## src/sv/assert_macros.svh

```systemverilog
// Shared assertion macros for the RTL folder.
`ifndef ASSERT_MACROS_SVH
`define ASSERT_MACROS_SVH

// Check an implication in the same cycle; ignored while reset is high.
`define POSL_ASSERT(name, clk, rst, prop, msg) \
   name: assert property (@(posedge clk) disable iff (rst) prop) \
      else $error(msg);

// Check that a condition holds in the cycle after a trigger.
`define POSL_ASSERT_NEXT(name, clk, rst, ante, cons, msg) \
   name: assert property (@(posedge clk) disable iff (rst) (ante) |=> (cons)) \
      else $error(msg);

`endif

```

## src/sv/posl_pkg.sv

```systemverilog
`default_nettype none

package posl_pkg;

   localparam int OPCODE_W = 2;
   localparam int POS_W    = 7;
   localparam int COLOR_W  = 3;
   localparam int VALUE_W  = 8;
   localparam int KIND_W   = 3;
   localparam int STATUS_W = 2;
   localparam int FIDX_W   = 6;
   localparam int ECNT_W   = 7;

   localparam logic [OPCODE_W-1:0] OP_INSERT = 2'd0;
   localparam logic [OPCODE_W-1:0] OP_REMOVE = 2'd1;
   localparam logic [OPCODE_W-1:0] OP_SEARCH = 2'd2;

   localparam logic [STATUS_W-1:0] ST_OK     = 2'd0;
   localparam logic [STATUS_W-1:0] ST_BADPOS = 2'd1;
   localparam logic [STATUS_W-1:0] ST_FULL   = 2'd2;

   // Stored entry, packed kind:value:color.
   typedef struct packed {
      logic [KIND_W-1:0]         kind;
      logic signed [VALUE_W-1:0] value;
      logic [COLOR_W-1:0]        color;
   } card_type;

   // Controller to datapath.
   typedef struct packed {
      logic                take;
      logic                ld_run;
      logic                set_status;
      logic [STATUS_W-1:0] status_code;
      logic                step;
      logic                commit_ins;
      logic                commit_rem;
      logic                publish;
   } posl_cmd_type;

   // Datapath to controller.
   typedef struct packed {
      logic [OPCODE_W-1:0] opcode;
      logic                ins_bad;
      logic                full;
      logic                rem_bad;
      logic                left_zero;
   } posl_stat_type;

endpackage

`default_nettype wire

```

## src/sv/posl_req_if.sv

```systemverilog
`default_nettype none

interface posl_req_if;
   import posl_pkg::*;

   logic                      valid;
   logic                      ready;
   logic [OPCODE_W-1:0]       opcode;
   logic [POS_W-1:0]          position;
   logic [COLOR_W-1:0]        card_color;
   logic signed [VALUE_W-1:0] card_value;
   logic [KIND_W-1:0]         card_kind;

   modport source (
      output valid, opcode, position, card_color, card_value, card_kind,
      input  ready
   );
   modport sink (
      input  valid, opcode, position, card_color, card_value, card_kind,
      output ready
   );
endinterface

`default_nettype wire

```

## src/sv/posl_rsp_if.sv

```systemverilog
`default_nettype none

interface posl_rsp_if;
   import posl_pkg::*;

   logic                      valid;
   logic                      ready;
   logic [STATUS_W-1:0]       status;
   logic                      found;
   logic [FIDX_W-1:0]         found_index;
   logic [COLOR_W-1:0]        out_color;
   logic signed [VALUE_W-1:0] out_value;
   logic [KIND_W-1:0]         out_kind;
   logic [ECNT_W-1:0]         entry_count;

   modport source (
      output valid, status, found, found_index, out_color, out_value, out_kind,
             entry_count,
      input  ready
   );
   modport sink (
      input  valid, status, found, found_index, out_color, out_value, out_kind,
             entry_count,
      output ready
   );
endinterface

`default_nettype wire

```

## src/sv/positional_ordered_list.sv

```systemverilog
// Flow: insert and remove walk (count - position) entries, search walks count entries;
//   a rejected request skips the walk and goes straight to the response.
// Throughput: one request at a time, walking the entry memory one entry per cycle;
//   the next request is accepted only after the response has been published.
// Reset: count goes to zero and the response register empties; entry memory
//   contents are left as they are and need no clearing pass.
`default_nettype none
`include "assert_macros.svh"

module positional_ordered_list #(
   parameter int CAPACITY = 64
) (
   input wire logic     clock,
   input wire logic     reset,
   posl_req_if.sink     req_ch,
   posl_rsp_if.source   rsp_ch
);
   import posl_pkg::*;

   posl_cmd_type        cmd;
   posl_stat_type       stat;
   card_type            in_card;
   logic                out_free;

   logic [STATUS_W-1:0] res_status;
   logic                res_found;
   logic [FIDX_W-1:0]   res_fidx;
   card_type            res_card;
   logic [ECNT_W-1:0]   res_count;

   // Response register: holds a finished result while the sink stalls.
   logic                rsp_valid_ff;
   logic [STATUS_W-1:0] rsp_status_ff;
   logic                rsp_found_ff;
   logic [FIDX_W-1:0]   rsp_fidx_ff;
   card_type            rsp_card_ff;
   logic [ECNT_W-1:0]   rsp_count_ff;

   // Pack the request card as stored.
   always_comb begin
      in_card.kind  = req_ch.card_kind;
      in_card.value = req_ch.card_value;
      in_card.color = req_ch.card_color;
   end

   // The register may take a new result when empty or draining this cycle.
   assign out_free = !rsp_valid_ff || rsp_ch.ready;

   posl_ctrl u_ctrl (
      .clock     (clock),
      .reset     (reset),
      .req_valid (req_ch.valid),
      .req_ready (req_ch.ready),
      .stat      (stat),
      .out_free  (out_free),
      .cmd       (cmd)
   );

   posl_dp #(
      .CAPACITY (CAPACITY)
   ) u_dp (
      .clock       (clock),
      .reset       (reset),
      .cmd         (cmd),
      .stat        (stat),
      .in_opcode   (req_ch.opcode),
      .in_position (req_ch.position),
      .in_card     (in_card),
      .res_status  (res_status),
      .res_found   (res_found),
      .res_fidx    (res_fidx),
      .res_card    (res_card),
      .res_count   (res_count)
   );

   // Hold valid until the sink takes the response; load on publish.
   always_ff @(posedge clock) begin
      if (reset) begin
         rsp_valid_ff <= 1'b0;
      end else if (cmd.publish) begin
         rsp_valid_ff <= 1'b1;
      end else if (rsp_ch.ready) begin
         rsp_valid_ff <= 1'b0;
      end
   end

   always_ff @(posedge clock) begin
      if (cmd.publish) begin
         rsp_status_ff <= res_status;
         rsp_found_ff  <= res_found;
         rsp_fidx_ff   <= res_fidx;
         rsp_card_ff   <= res_card;
         rsp_count_ff  <= res_count;
      end
   end

   assign rsp_ch.valid       = rsp_valid_ff;
   assign rsp_ch.status      = rsp_status_ff;
   assign rsp_ch.found       = rsp_found_ff;
   assign rsp_ch.found_index = rsp_fidx_ff;
   assign rsp_ch.out_color   = rsp_card_ff.color;
   assign rsp_ch.out_value   = rsp_card_ff.value;
   assign rsp_ch.out_kind    = rsp_card_ff.kind;
   assign rsp_ch.entry_count = rsp_count_ff;

   `POSL_ASSERT_NEXT(a_publish_valid, clock, reset, cmd.publish, rsp_ch.valid,
      "published response not presented")
   `POSL_ASSERT(a_publish_free, clock, reset, cmd.publish |-> out_free,
      "response overwritten before it was taken")
   `POSL_ASSERT_NEXT(a_one_request, clock, reset, req_ch.valid && req_ch.ready,
      !req_ch.ready, "second request taken while one is in flight")

endmodule

`default_nettype wire

```

## src/sv/posl_dp.sv

```systemverilog
`default_nettype none
`include "assert_macros.svh"

module posl_dp #(
   parameter int CAPACITY = 64
) (
   input  wire logic                               clock,
   input  wire logic                               reset,
   input  wire posl_pkg::posl_cmd_type             cmd,
   output      posl_pkg::posl_stat_type            stat,
   input  wire logic [posl_pkg::OPCODE_W-1:0]      in_opcode,
   input  wire logic [posl_pkg::POS_W-1:0]         in_position,
   input  wire posl_pkg::card_type                 in_card,
   output      logic [posl_pkg::STATUS_W-1:0]      res_status,
   output      logic                               res_found,
   output      logic [posl_pkg::FIDX_W-1:0]        res_fidx,
   output      posl_pkg::card_type                 res_card,
   output      logic [posl_pkg::ECNT_W-1:0]        res_count
);
   import posl_pkg::*;

   localparam int AW = (CAPACITY > 1) ? $clog2(CAPACITY) : 1;
   localparam int CW = $clog2(CAPACITY + 1);
   localparam int XW = (CW > POS_W) ? CW : POS_W;

   card_type            mem_q [CAPACITY];

   logic [OPCODE_W-1:0] opcode_ff;
   logic [POS_W-1:0]    pos_ff;
   card_type            card_ff;
   logic [CW-1:0]       count_ff;
   logic [AW-1:0]       rd_ptr_ff;
   logic [CW-1:0]       left_ff;
   logic                first_ff;
   logic                pend_wr_ff;
   logic                pend_cap_ff;
   logic                pend_cmp_ff;
   logic [AW-1:0]       pend_addr_ff;
   card_type            rdata_ff;
   logic [STATUS_W-1:0] status_ff;
   logic                found_ff;
   logic [FIDX_W-1:0]   fidx_ff;
   card_type            out_card_ff;

   logic [XW-1:0]       pos_x;
   logic [XW-1:0]       cnt_x;
   logic                mem_we;
   logic [AW-1:0]       mem_waddr;
   card_type            mem_wdata;

   assign pos_x = XW'(pos_ff);
   assign cnt_x = XW'(count_ff);

   always_comb begin
      stat.opcode    = opcode_ff;
      stat.ins_bad   = pos_x > cnt_x;
      stat.full      = count_ff == CW'(CAPACITY);
      stat.rem_bad   = pos_x >= cnt_x;
      stat.left_zero = left_ff == '0;
   end

   // Shift writes land in the cycle after their read; the new card lands after the walk.
   always_comb begin
      mem_we    = pend_wr_ff || cmd.commit_ins;
      mem_waddr = cmd.commit_ins ? AW'(pos_ff) : pend_addr_ff;
      mem_wdata = cmd.commit_ins ? card_ff : rdata_ff;
   end

   always_ff @(posedge clock) begin
      if (mem_we) begin
         mem_q[mem_waddr] <= mem_wdata;
      end
      if (cmd.step) begin
         rdata_ff <= mem_q[rd_ptr_ff];
      end
   end

   // Control state.
   always_ff @(posedge clock) begin
      if (reset) begin
         count_ff    <= '0;
         left_ff     <= '0;
         pend_wr_ff  <= 1'b0;
         pend_cap_ff <= 1'b0;
         pend_cmp_ff <= 1'b0;
      end else begin
         pend_wr_ff  <= cmd.step && (opcode_ff == OP_INSERT ||
                                     (opcode_ff == OP_REMOVE && !first_ff));
         pend_cap_ff <= cmd.step && opcode_ff == OP_REMOVE && first_ff;
         pend_cmp_ff <= cmd.step && opcode_ff != OP_INSERT && opcode_ff != OP_REMOVE;
         if (cmd.commit_ins) begin
            count_ff <= count_ff + CW'(1);
         end else if (cmd.commit_rem) begin
            count_ff <= count_ff - CW'(1);
         end
         if (cmd.ld_run) begin
            case (opcode_ff)
               OP_INSERT: left_ff <= count_ff - CW'(pos_ff);
               OP_REMOVE: left_ff <= count_ff - CW'(pos_ff);
               default:   left_ff <= count_ff;
            endcase
         end else if (cmd.step) begin
            left_ff <= left_ff - CW'(1);
         end
      end
   end

   // Request, walk pointer and result fields.
   always_ff @(posedge clock) begin
      if (cmd.take) begin
         opcode_ff   <= in_opcode;
         pos_ff      <= in_position;
         card_ff     <= in_card;
         status_ff   <= ST_OK;
         found_ff    <= 1'b0;
         fidx_ff     <= '0;
         out_card_ff <= '0;
      end
      if (cmd.set_status) begin
         status_ff <= cmd.status_code;
      end
      if (cmd.ld_run) begin
         first_ff <= 1'b1;
         case (opcode_ff)
            OP_INSERT: rd_ptr_ff <= AW'(count_ff - CW'(1));
            OP_REMOVE: rd_ptr_ff <= AW'(pos_ff);
            default:   rd_ptr_ff <= '0;
         endcase
      end else if (cmd.step) begin
         first_ff <= 1'b0;
         case (opcode_ff)
            OP_INSERT: begin
               rd_ptr_ff    <= rd_ptr_ff - AW'(1);
               pend_addr_ff <= rd_ptr_ff + AW'(1);
            end
            OP_REMOVE: begin
               rd_ptr_ff    <= rd_ptr_ff + AW'(1);
               pend_addr_ff <= rd_ptr_ff - AW'(1);
            end
            default: begin
               rd_ptr_ff    <= rd_ptr_ff + AW'(1);
               pend_addr_ff <= rd_ptr_ff;
            end
         endcase
      end
      if (pend_cap_ff) begin
         out_card_ff <= rdata_ff;
      end
      if (pend_cmp_ff && !found_ff && rdata_ff == card_ff) begin
         found_ff <= 1'b1;
         fidx_ff  <= FIDX_W'(pend_addr_ff);
      end
   end

   assign res_status = status_ff;
   assign res_found  = found_ff;
   assign res_fidx   = fidx_ff;
   assign res_card   = out_card_ff;
   assign res_count  = ECNT_W'(count_ff);

   `POSL_ASSERT(a_ins_not_full, clock, reset, cmd.commit_ins |-> !stat.full,
      "insert committed into a full store")
   `POSL_ASSERT(a_rem_not_empty, clock, reset, cmd.commit_rem |-> count_ff != '0,
      "remove committed on an empty store")
   `POSL_ASSERT(a_step_in_range, clock, reset, cmd.step |-> !stat.left_zero,
      "walk stepped past its range")

endmodule

`default_nettype wire

```

## src/sv/posl_ctrl.sv

```systemverilog
`default_nettype none

module posl_ctrl (
   input  wire logic                    clock,
   input  wire logic                    reset,
   input  wire logic                    req_valid,
   output      logic                    req_ready,
   input  wire posl_pkg::posl_stat_type stat,
   input  wire logic                    out_free,
   output      posl_pkg::posl_cmd_type  cmd
);
   import posl_pkg::*;

   typedef enum logic [2:0] {
      IDLE,
      DECIDE,
      RUN,
      DRAIN,
      FINISH,
      DONE
   } state_type;

   state_type state_ff;
   state_type state_in;
   logic      ready_ff;

   always_comb begin
      cmd      = '0;
      state_in = state_ff;
      case (state_ff)
         IDLE: begin
            cmd.take = req_valid && ready_ff;
            if (cmd.take) begin
               state_in = DECIDE;
            end
         end
         DECIDE: begin
            case (stat.opcode)
               OP_INSERT: begin
                  if (stat.ins_bad) begin
                     cmd.set_status  = 1'b1;
                     cmd.status_code = ST_BADPOS;
                  end else if (stat.full) begin
                     cmd.set_status  = 1'b1;
                     cmd.status_code = ST_FULL;
                  end else begin
                     cmd.ld_run = 1'b1;
                  end
               end
               OP_REMOVE: begin
                  if (stat.rem_bad) begin
                     cmd.set_status  = 1'b1;
                     cmd.status_code = ST_BADPOS;
                  end else begin
                     cmd.ld_run = 1'b1;
                  end
               end
               OP_SEARCH: cmd.ld_run = 1'b1;
               default: begin
                  cmd.set_status  = 1'b1;
                  cmd.status_code = ST_BADPOS;
               end
            endcase
            state_in = cmd.ld_run ? RUN : DONE;
         end
         RUN: begin
            cmd.step = !stat.left_zero;
            if (stat.left_zero) begin
               state_in = DRAIN;
            end
         end
         DRAIN: state_in = FINISH;
         FINISH: begin
            cmd.commit_ins = stat.opcode == OP_INSERT;
            cmd.commit_rem = stat.opcode == OP_REMOVE;
            state_in       = DONE;
         end
         DONE: begin
            cmd.publish = out_free;
            if (out_free) begin
               state_in = IDLE;
            end
         end
         default: state_in = IDLE;
      endcase
   end

   always_ff @(posedge clock) begin
      if (reset) begin
         state_ff <= IDLE;
         ready_ff <= 1'b0;
      end else begin
         state_ff <= state_in;
         if (cmd.take) begin
            ready_ff <= 1'b0;
         end else if (state_in == IDLE) begin
            ready_ff <= 1'b1;
         end
      end
   end

   assign req_ready = ready_ff;

endmodule

`default_nettype wire
```

## src/flat_wrapper.sv

```systemverilog
// flat-port wrapper written by rule: the top's interface ports become plain ports
module positional_ordered_list_flat import posl_pkg::*;
#(
   parameter int CAPACITY = 64
)
  (clock, reset, req_ch_valid, req_ch_opcode, req_ch_position, req_ch_card_color, req_ch_card_value, req_ch_card_kind, req_ch_ready, rsp_ch_valid, rsp_ch_status, rsp_ch_found, rsp_ch_found_index, rsp_ch_out_color, rsp_ch_out_value, rsp_ch_out_kind, rsp_ch_entry_count, rsp_ch_ready);
  posl_req_if req_ch_i ();
  posl_rsp_if rsp_ch_i ();
  input wire logic clock;
  input wire logic reset;
  input wire logic [$bits(req_ch_i.valid)-1:0] req_ch_valid;
  input wire logic [$bits(req_ch_i.opcode)-1:0] req_ch_opcode;
  input wire logic [$bits(req_ch_i.position)-1:0] req_ch_position;
  input wire logic [$bits(req_ch_i.card_color)-1:0] req_ch_card_color;
  input wire logic [$bits(req_ch_i.card_value)-1:0] req_ch_card_value;
  input wire logic [$bits(req_ch_i.card_kind)-1:0] req_ch_card_kind;
  output wire logic [$bits(req_ch_i.ready)-1:0] req_ch_ready;
  output wire logic [$bits(rsp_ch_i.valid)-1:0] rsp_ch_valid;
  output wire logic [$bits(rsp_ch_i.status)-1:0] rsp_ch_status;
  output wire logic [$bits(rsp_ch_i.found)-1:0] rsp_ch_found;
  output wire logic [$bits(rsp_ch_i.found_index)-1:0] rsp_ch_found_index;
  output wire logic [$bits(rsp_ch_i.out_color)-1:0] rsp_ch_out_color;
  output wire logic [$bits(rsp_ch_i.out_value)-1:0] rsp_ch_out_value;
  output wire logic [$bits(rsp_ch_i.out_kind)-1:0] rsp_ch_out_kind;
  output wire logic [$bits(rsp_ch_i.entry_count)-1:0] rsp_ch_entry_count;
  input wire logic [$bits(rsp_ch_i.ready)-1:0] rsp_ch_ready;
  assign req_ch_i.valid = req_ch_valid;
  assign req_ch_i.opcode = req_ch_opcode;
  assign req_ch_i.position = req_ch_position;
  assign req_ch_i.card_color = req_ch_card_color;
  assign req_ch_i.card_value = req_ch_card_value;
  assign req_ch_i.card_kind = req_ch_card_kind;
  assign req_ch_ready = req_ch_i.ready;
  assign rsp_ch_valid = rsp_ch_i.valid;
  assign rsp_ch_status = rsp_ch_i.status;
  assign rsp_ch_found = rsp_ch_i.found;
  assign rsp_ch_found_index = rsp_ch_i.found_index;
  assign rsp_ch_out_color = rsp_ch_i.out_color;
  assign rsp_ch_out_value = rsp_ch_i.out_value;
  assign rsp_ch_out_kind = rsp_ch_i.out_kind;
  assign rsp_ch_entry_count = rsp_ch_i.entry_count;
  assign rsp_ch_i.ready = rsp_ch_ready;
  positional_ordered_list #(.CAPACITY(CAPACITY)) u_core (.clock(clock), .reset(reset), .req_ch(req_ch_i), .rsp_ch(rsp_ch_i));
endmodule
```

## config.mk

```make
export PLATFORM = sky130hd
export DESIGN_NAME = positional_ordered_list_flat
export DESIGN_NICKNAME = d
export VERILOG_FILES = /design/src/sv/posl_pkg.sv /design/src/sv/posl_req_if.sv /design/src/sv/posl_rsp_if.sv /design/src/sv/positional_ordered_list.sv /design/src/sv/posl_dp.sv /design/src/sv/posl_ctrl.sv /design/src/flat_wrapper.sv
export VERILOG_INCLUDE_DIRS = /design/src /design/src/sv
export SDC_FILE = /design/constraint.sdc
export NUM_CORES = 1
export LEC_CHECK = 0
export BUFFER_PORTS_ARGS = -buffer_cell sky130_fd_sc_hd__clkbuf_2
export CORE_ASPECT_RATIO = 1.2
export CORE_MARGIN = 10
export CORE_UTILIZATION = 46
export DETAILED_ROUTE_END_ITERATION = 8
export PLACE_DENSITY = 0.61
export SYNTH_ARGS = -nofsm -noshare
export SYNTH_HDL_FRONTEND = slang
export SYNTH_SLANG_ARGS = --single-unit
```

## constraint.sdc

```tcl
create_clock -name clock -period 3.8 [get_ports clock]
set_input_delay 0.76 -clock clock [delete_from_list [all_inputs] [get_ports clock]]
set_output_delay 0.76 -clock clock [all_outputs]
set_load 0.02 [all_outputs]
```

# After elaboration in Yosys (flattened, before gate mapping)
# Memories as Yosys holds them, arrays and structs flattened. A register that Yosys moved wholly into a read port is not among the register bits.
# Index checks and enable logic that the tools add are counted.
[totals]
wordCells = 120
ram_bits = 896
register_bits = 111
memories = 1
output_inout_bits = 32
[classes]
reduce_logical = 30
n_mux = 41
add_sub_neg = 6
n_eq_ne = 10
bitwise = 1
n_lt_le_gt_ge = 2
[memory_table]
columns = ["memory", "words", "word_bits", "rd", "rd_ports_with_merged_regs", "wr", "line_no", "text"]
rows = [
  ["u_core.u_dp.mem_q", 64, 14, 1, 1, 1, "posl_dp.sv:26", "card_type mem_q [CAPACITY];"],
]
[op_table]
columns = ["cell", "n"]
rows = [
  ["$mux W14", 3],
  ["$mux W6", 6],
  ["$mux W7", 5],
  ["$pmux W6 S2", 2],
  ["$mux W3", 7],
  ["$pmux W3 S6", 1],
  ["$eq A14 B14 Y1", 1],
  ["$reduce_bool A2 Y1", 7],
  ["$sub A7 B1 Y7 const B", 2],
  ["$mux W1", 11],
  ["$logic_and A1 B1 Y1", 9],
  ["$pmux W3 S3", 1],
  ["$add A7 B1 Y7 const B", 1],
  ["$eq A7 B7 Y1 const B", 1],
  ["$ge A7 B7 Y1", 1],
  ["$gt A7 B7 Y1", 1],
  ["$logic_not A7 Y1", 1],
  ["$sub A7 B7 Y7", 1],
  ["$add A6 B1 Y6 const B", 1],
  ["$eq A3 B2 Y1 const B", 2],
  ["$eq A3 B3 Y1 const B", 2],
  ["$logic_not A3 Y1", 2],
  ["$mux W2", 3],
  ["$sub A6 B1 Y6 const B", 1],
  ["12 further kinds", 18],
]

# Depth between registers and ports, before layout
[logic_depth]
depth_word = 8
mapped_depth = 11
depth_no_buf = 9

# Hierarchy
# A second synthesis with hierarchy kept.
[unflattened]
hier_cells = 2061
hier_area_um2 = 40267.4
[by_module_without_submodules]
columns = ["module", "area_per_inst_um2", "n_inst", "cells_each"]
rows = [
  ["posl_dp", 39019.9, 1, 1986],
  ["positional_ordered_list", 947.2, 1, 34],
  ["posl_ctrl", 300.3, 1, 41],
]

# Worst setup path after synthesis
# OpenSTA, ideal clock, no wires.
[synth_timing]
kind = "reg2reg"
from = "register u_core.u_dp.opcode_ff[0]"
to = "memory u_core.u_dp.mem_q[0][0] in the netlist's numbering, enable pin"
path_stages_with_launch = 8
period_less_slack_ns = 2.654
path_buffers = 2
setup_slack_ns = 1.146
setup_ns = 0.384
t_arrival_ns = 2.270
path_cell_list = "edfxtp_1 > buf_2 > nor2_1 > nand3b_1 > clkbuf_1 > o21ai_0 > nand2b_1 > nor2_1"
[synth_via]
elab_chain_cells = 5
[synth_rtl]
columns = ["element", "line_no", "text"]
rows = [
  ["start, declared", "posl_dp.sv:28", "logic [OPCODE_W-1:0] opcode_ff;"],
  ["start signal, assigned", "posl_dp.sv:111", "opcode_ff <= in_opcode;"],
  ["$logic_not A2 Y1 *", "posl_ctrl.sv:74", "cmd.commit_ins = stat.opcode == OP_INSERT;"],
  ["$mux W2 *", "posl_ctrl.sv:30", "case (state_ff)"],
  ["$logic_or A1 B1 Y1", "posl_dp.sv:64", "mem_we = pend_wr_ff || cmd.commit_ins;"],
  ["$mux W1", "posl_dp.sv:70", "if (mem_we) begin"],
  ["$mux W1 (not written as such)", "posl_dp.sv:71", "mem_q[mem_waddr] <= mem_wdata;"],
  ["end, declared", "posl_dp.sv:26", ""],
]
# Mark *: on every way between the ends. The rest lies on a longest branch, timed or not.

==> impl_metrics.py <==
metrics = {
    "critical_path": {
        "path_class": "register to register",
        "crit_buf_inv": 1,
        "cp-end-kind": "register",
        "crit_required_ns": 4.11,
        "cpMostUsedCell": "a22oi_1",
        "slowest_stage": "edfxtp_1",
        "cp_max_fo": 39,
        "cp_slowest_stage_delay_ns": 0.83,
        "path_cells": "buf_12 -> mux4_2 -> a22oi_1 -> nand2_1 -> a22oi_1 -> o221ai_1",
        "critical_path_arrival_ns": 4.00,
        "crit_family": "compound AO/OA/AOI/OAI gates",
        "critPathLaunchType": "register",
    },
    "synthesis": {
        "synth_largest_area_cell": "edfxtp_1",
        "synth_area_per_cell_um2": 19.5,
        "synth_edf_count": 997,
        "synth_fa_ha_area_frac": 0.00453,
        "synthTopCellsByArea": "edfxtp_1 (74%), mux4_2 (12%), dfxtp_1 (1.2%), nand2_1 (1.1%), nor2_1 (1.0%)",
        "yosys_most_used_dff": "edfxtp_1",
        "synth-compound-area-share": 0.0420,
        "ys_warn_count": 0,
        "muxShareOfSynthArea": 0.130,
        "synth_cell_types": 70,
        "syn-num-nets": 2107,
        "synth_xor_area_frac": 0.00804,
        "ys_seq_area_frac": 0.754,
        "yosysTopAreaCellShare": 0.742,
        "synth-seq-cells": 1021,
        "syn_area_um2": 40300,
        "synthCells": 2066,
        "ys_async_sr_fraction": 0,
        "synth_top_family_by_area": "multiplexers",
        "synth-simple-area-share": 0.0444,
    },
    "hold_path": {
        "hold_class": "primary input to register",
    },
    "clocking": {
        "cts.clk_slew.worst_paths_ns": 0.06,
        "cts_hold_buf": 0,
        "cts_sinks": 1021,
        "ctsResizeCount": 0,
        "max-clock-path-buffers": 3,
        "cts_setup_buffers": 0,
        "cts-root-buf": "clkbuf_16",
        "clock_latency_ns": 0.67,
        "cts_tree": "done",
        "cts_max_level": 3,
        "cts_inserted_buffers": 99,
    },
    "detailed_routing": {
        "totalWireLength_um": 103000,
        "detail_route.wl_per_cell_um": 29.5,
        "via_count": 20900,
        "dr.pass1.iters": 5,
        "drcViolationCount": 0,
        "detail-route-antenna-nets": 0,
        "viasPerCell": 6.00,
        "drtIter0Drc": 2569,
    },
    "global_routing": {
        "grtUsageTotal": 0.203,
        "grt_max_degree": 65,
        "first_global_vias": 20800,
        "antenna_found_initial": 0,
        "overflow": 0,
        "grt_first_pass_wirelength_um": 149000,
    },
    "pwr": {
        "p_per_area_nw_per_um2": 584,
        "p_total_uw": 26800,
        "p_comb_frac": 0.153,
        "power_frac_clock": 0.361,
        "internal-power_uw": 19900,
        "p_seq_frac": 0.486,
        "swShare": 0.259,
        "p_switching_uw": 6940,
        "ir_drop_mv": 0.377,
        "power_leakage_uw": 0.0148,
    },
    "timing": {
        "maxSlewViolCount": 0,
        "tns_ns": 0,
        "finClkSkew_ns": 0.0240,
        "rsz0062_at_grt": "false",
        "fin_crit_ns": 3.69,
        "tightestPinTransition_ns": 1.20,
        "max-slew-margin-rel": 0.191,
        "hold_viol_final": 0,
        "setup_viol": 0,
        "period_share": 0.971,
        "max_freq_mhz": 271,
    },
    "layout": {
        "finalInstanceArea_um2": 45900,
        "fin_nets": 2304,
        "drive_gt1_frac": 0.260,
        "final_cell_mix": "edfxtp_1 (997), mux4_2 (215), buf_4 (141)",
        "layout_commonest_cell": "edfxtp_1",
        "area_growth_pct": 13.9,
    },
    "floorplan": {
        "die_x_um": 290,
        "io_pins": 59,
        "row_count": 118,
        "core_area_um2": 86700,
        "initial_utilization": 0.465,
        "die_height_um": 344,
        "die_area_um2": 100000,
    },
    "job": {
        "maxCapViolCount": 0,
    },
    "placement": {
        "place.gp.congestion": 0.902,
        "hpwl_um": 66200,
        "placed_cell_area_um2": 42700,
        "portBuffers": 58,
    },
    "run_status": {
        "status": "complete, no violations",
    },
}
-- metrics by stage --
step | utilization | hold WS (ns) | instances | setup WS [ns]
2_1_floorplan | - | 0.400 | 2066 | 1.15
4_1_cts | 0.530 | 0.242 | 3484 | 0.216
3_3_place_gp | 0.493 | 0.401 | 3302 | 0.236
3_5_place_dp | 0.493 | 0.405 | 3302 | 0.234
5_1_grt | 0.530 | 0.255 | 3484 | 0.00505
6_report | 0.530 | 0.270 | 3485 | 0.111
-- flip-flops by register name, summed over array words and instances (netlist names), 7 cells and up --
name,count
u_core.rsp_ch.entry_count,7
u_core.rsp_ch.out_value,8
u_core.u_dp.card_ff,14
u_core.u_dp.left_ff,7
u_core.u_dp.mem_q,896
u_core.u_dp.pos_ff,7
u_core.u_dp.rdata_ff,14
u_core.u_dp.res_card,14
u_core.u_dp.res_count,7
-- power by group through the flow --
| stage | combinational [uW] | sequential (uW) | clock [uW] |
|---|---|---|---|
| after global placement | 4050 | 13300 | 0 |
| final | 4110 | 13000 | 9670 |
| after CTS | 4120 | 13000 | 9860 |
| after floorplan | 2600 | 13200 | 0 |
| after detailed placement | 4110 | 13300 | 0 |
| after global routing | 4340 | 13100 | 10300 |
-- area by class of cell --
cell class	instances	area [um^2]
well taps	1140	1430
clock inverters	58	586
clock buffers	124	2600
multi-input cells	915	9300
flip-flops and latches	1021	30400
repair buffers	208	1530
diodes	1	2.50
fillers	6600	40700
inverters	18	67.6
-- per-layer routing --
metal	GRT usage	vias up	wire length [um]
met3	0.0294	167	6480
met5	0	-	0
met2	0.343	883	52000
li1	-	8860	-
met4	0.0740	0	3390
met1	0.266	11000	41000
-- final timing paths --
check	startpoint	to	slack, ns	cells after the start
setup / recovery	u_core.u_dp.rd_ptr_ff[0]	u_core.u_dp.rdata_ff[1]	0.11	6
hold reg to reg	u_core.u_dp.res_card[7]	u_core.rsp_ch.out_value[4]	0.42	0
hold / removal	req_ch_position[2]	u_core.u_dp.pos_ff[2]	0.27	1
setup reg to reg	u_core.u_dp.rd_ptr_ff[0]	u_core.u_dp.rdata_ff[1]	0.11	6
-- logic make-up (layout without fill, tap and decap cells) --
family                     after synthesis  after routing
buffers and inverters                  130            408
and+or+nand+nor                        376            376
xor gates and xnor gates                37             37
DFF                                   1021           1021
other                                    0              1
adders and majority gates               14             14
muxes                                  255            255
AOI/OAI and AO/OA                      233            233
-- Yosys cell counts, types with 16 or more instances --
library cell / count
mux2i_1: 25
mux4_2: 215
a22oi_1: 44
xnor2_1: 21
o21ai_0: 17
inv_1: 17
and2_1: 29
xor2_1: 16
nor3_1: 17
nand2b_1: 20
edfxtp_1: 997
clkbuf_1: 54
a21oi_1: 46
buf_2: 24
nand2_1: 121
nor2_1: 110
a221oi_1: 20
dfxtp_1: 24
-- worst reg2reg max path: stages, from the launching register on --
cell	delay [ns]
edfxtp_1	0.83
buf_12	0.40
mux4_2	0.62
a22oi_1	0.25
nand2_1	0.15
a22oi_1	0.68
o221ai_1	0.39
Power figures use the tool's default switching activity.
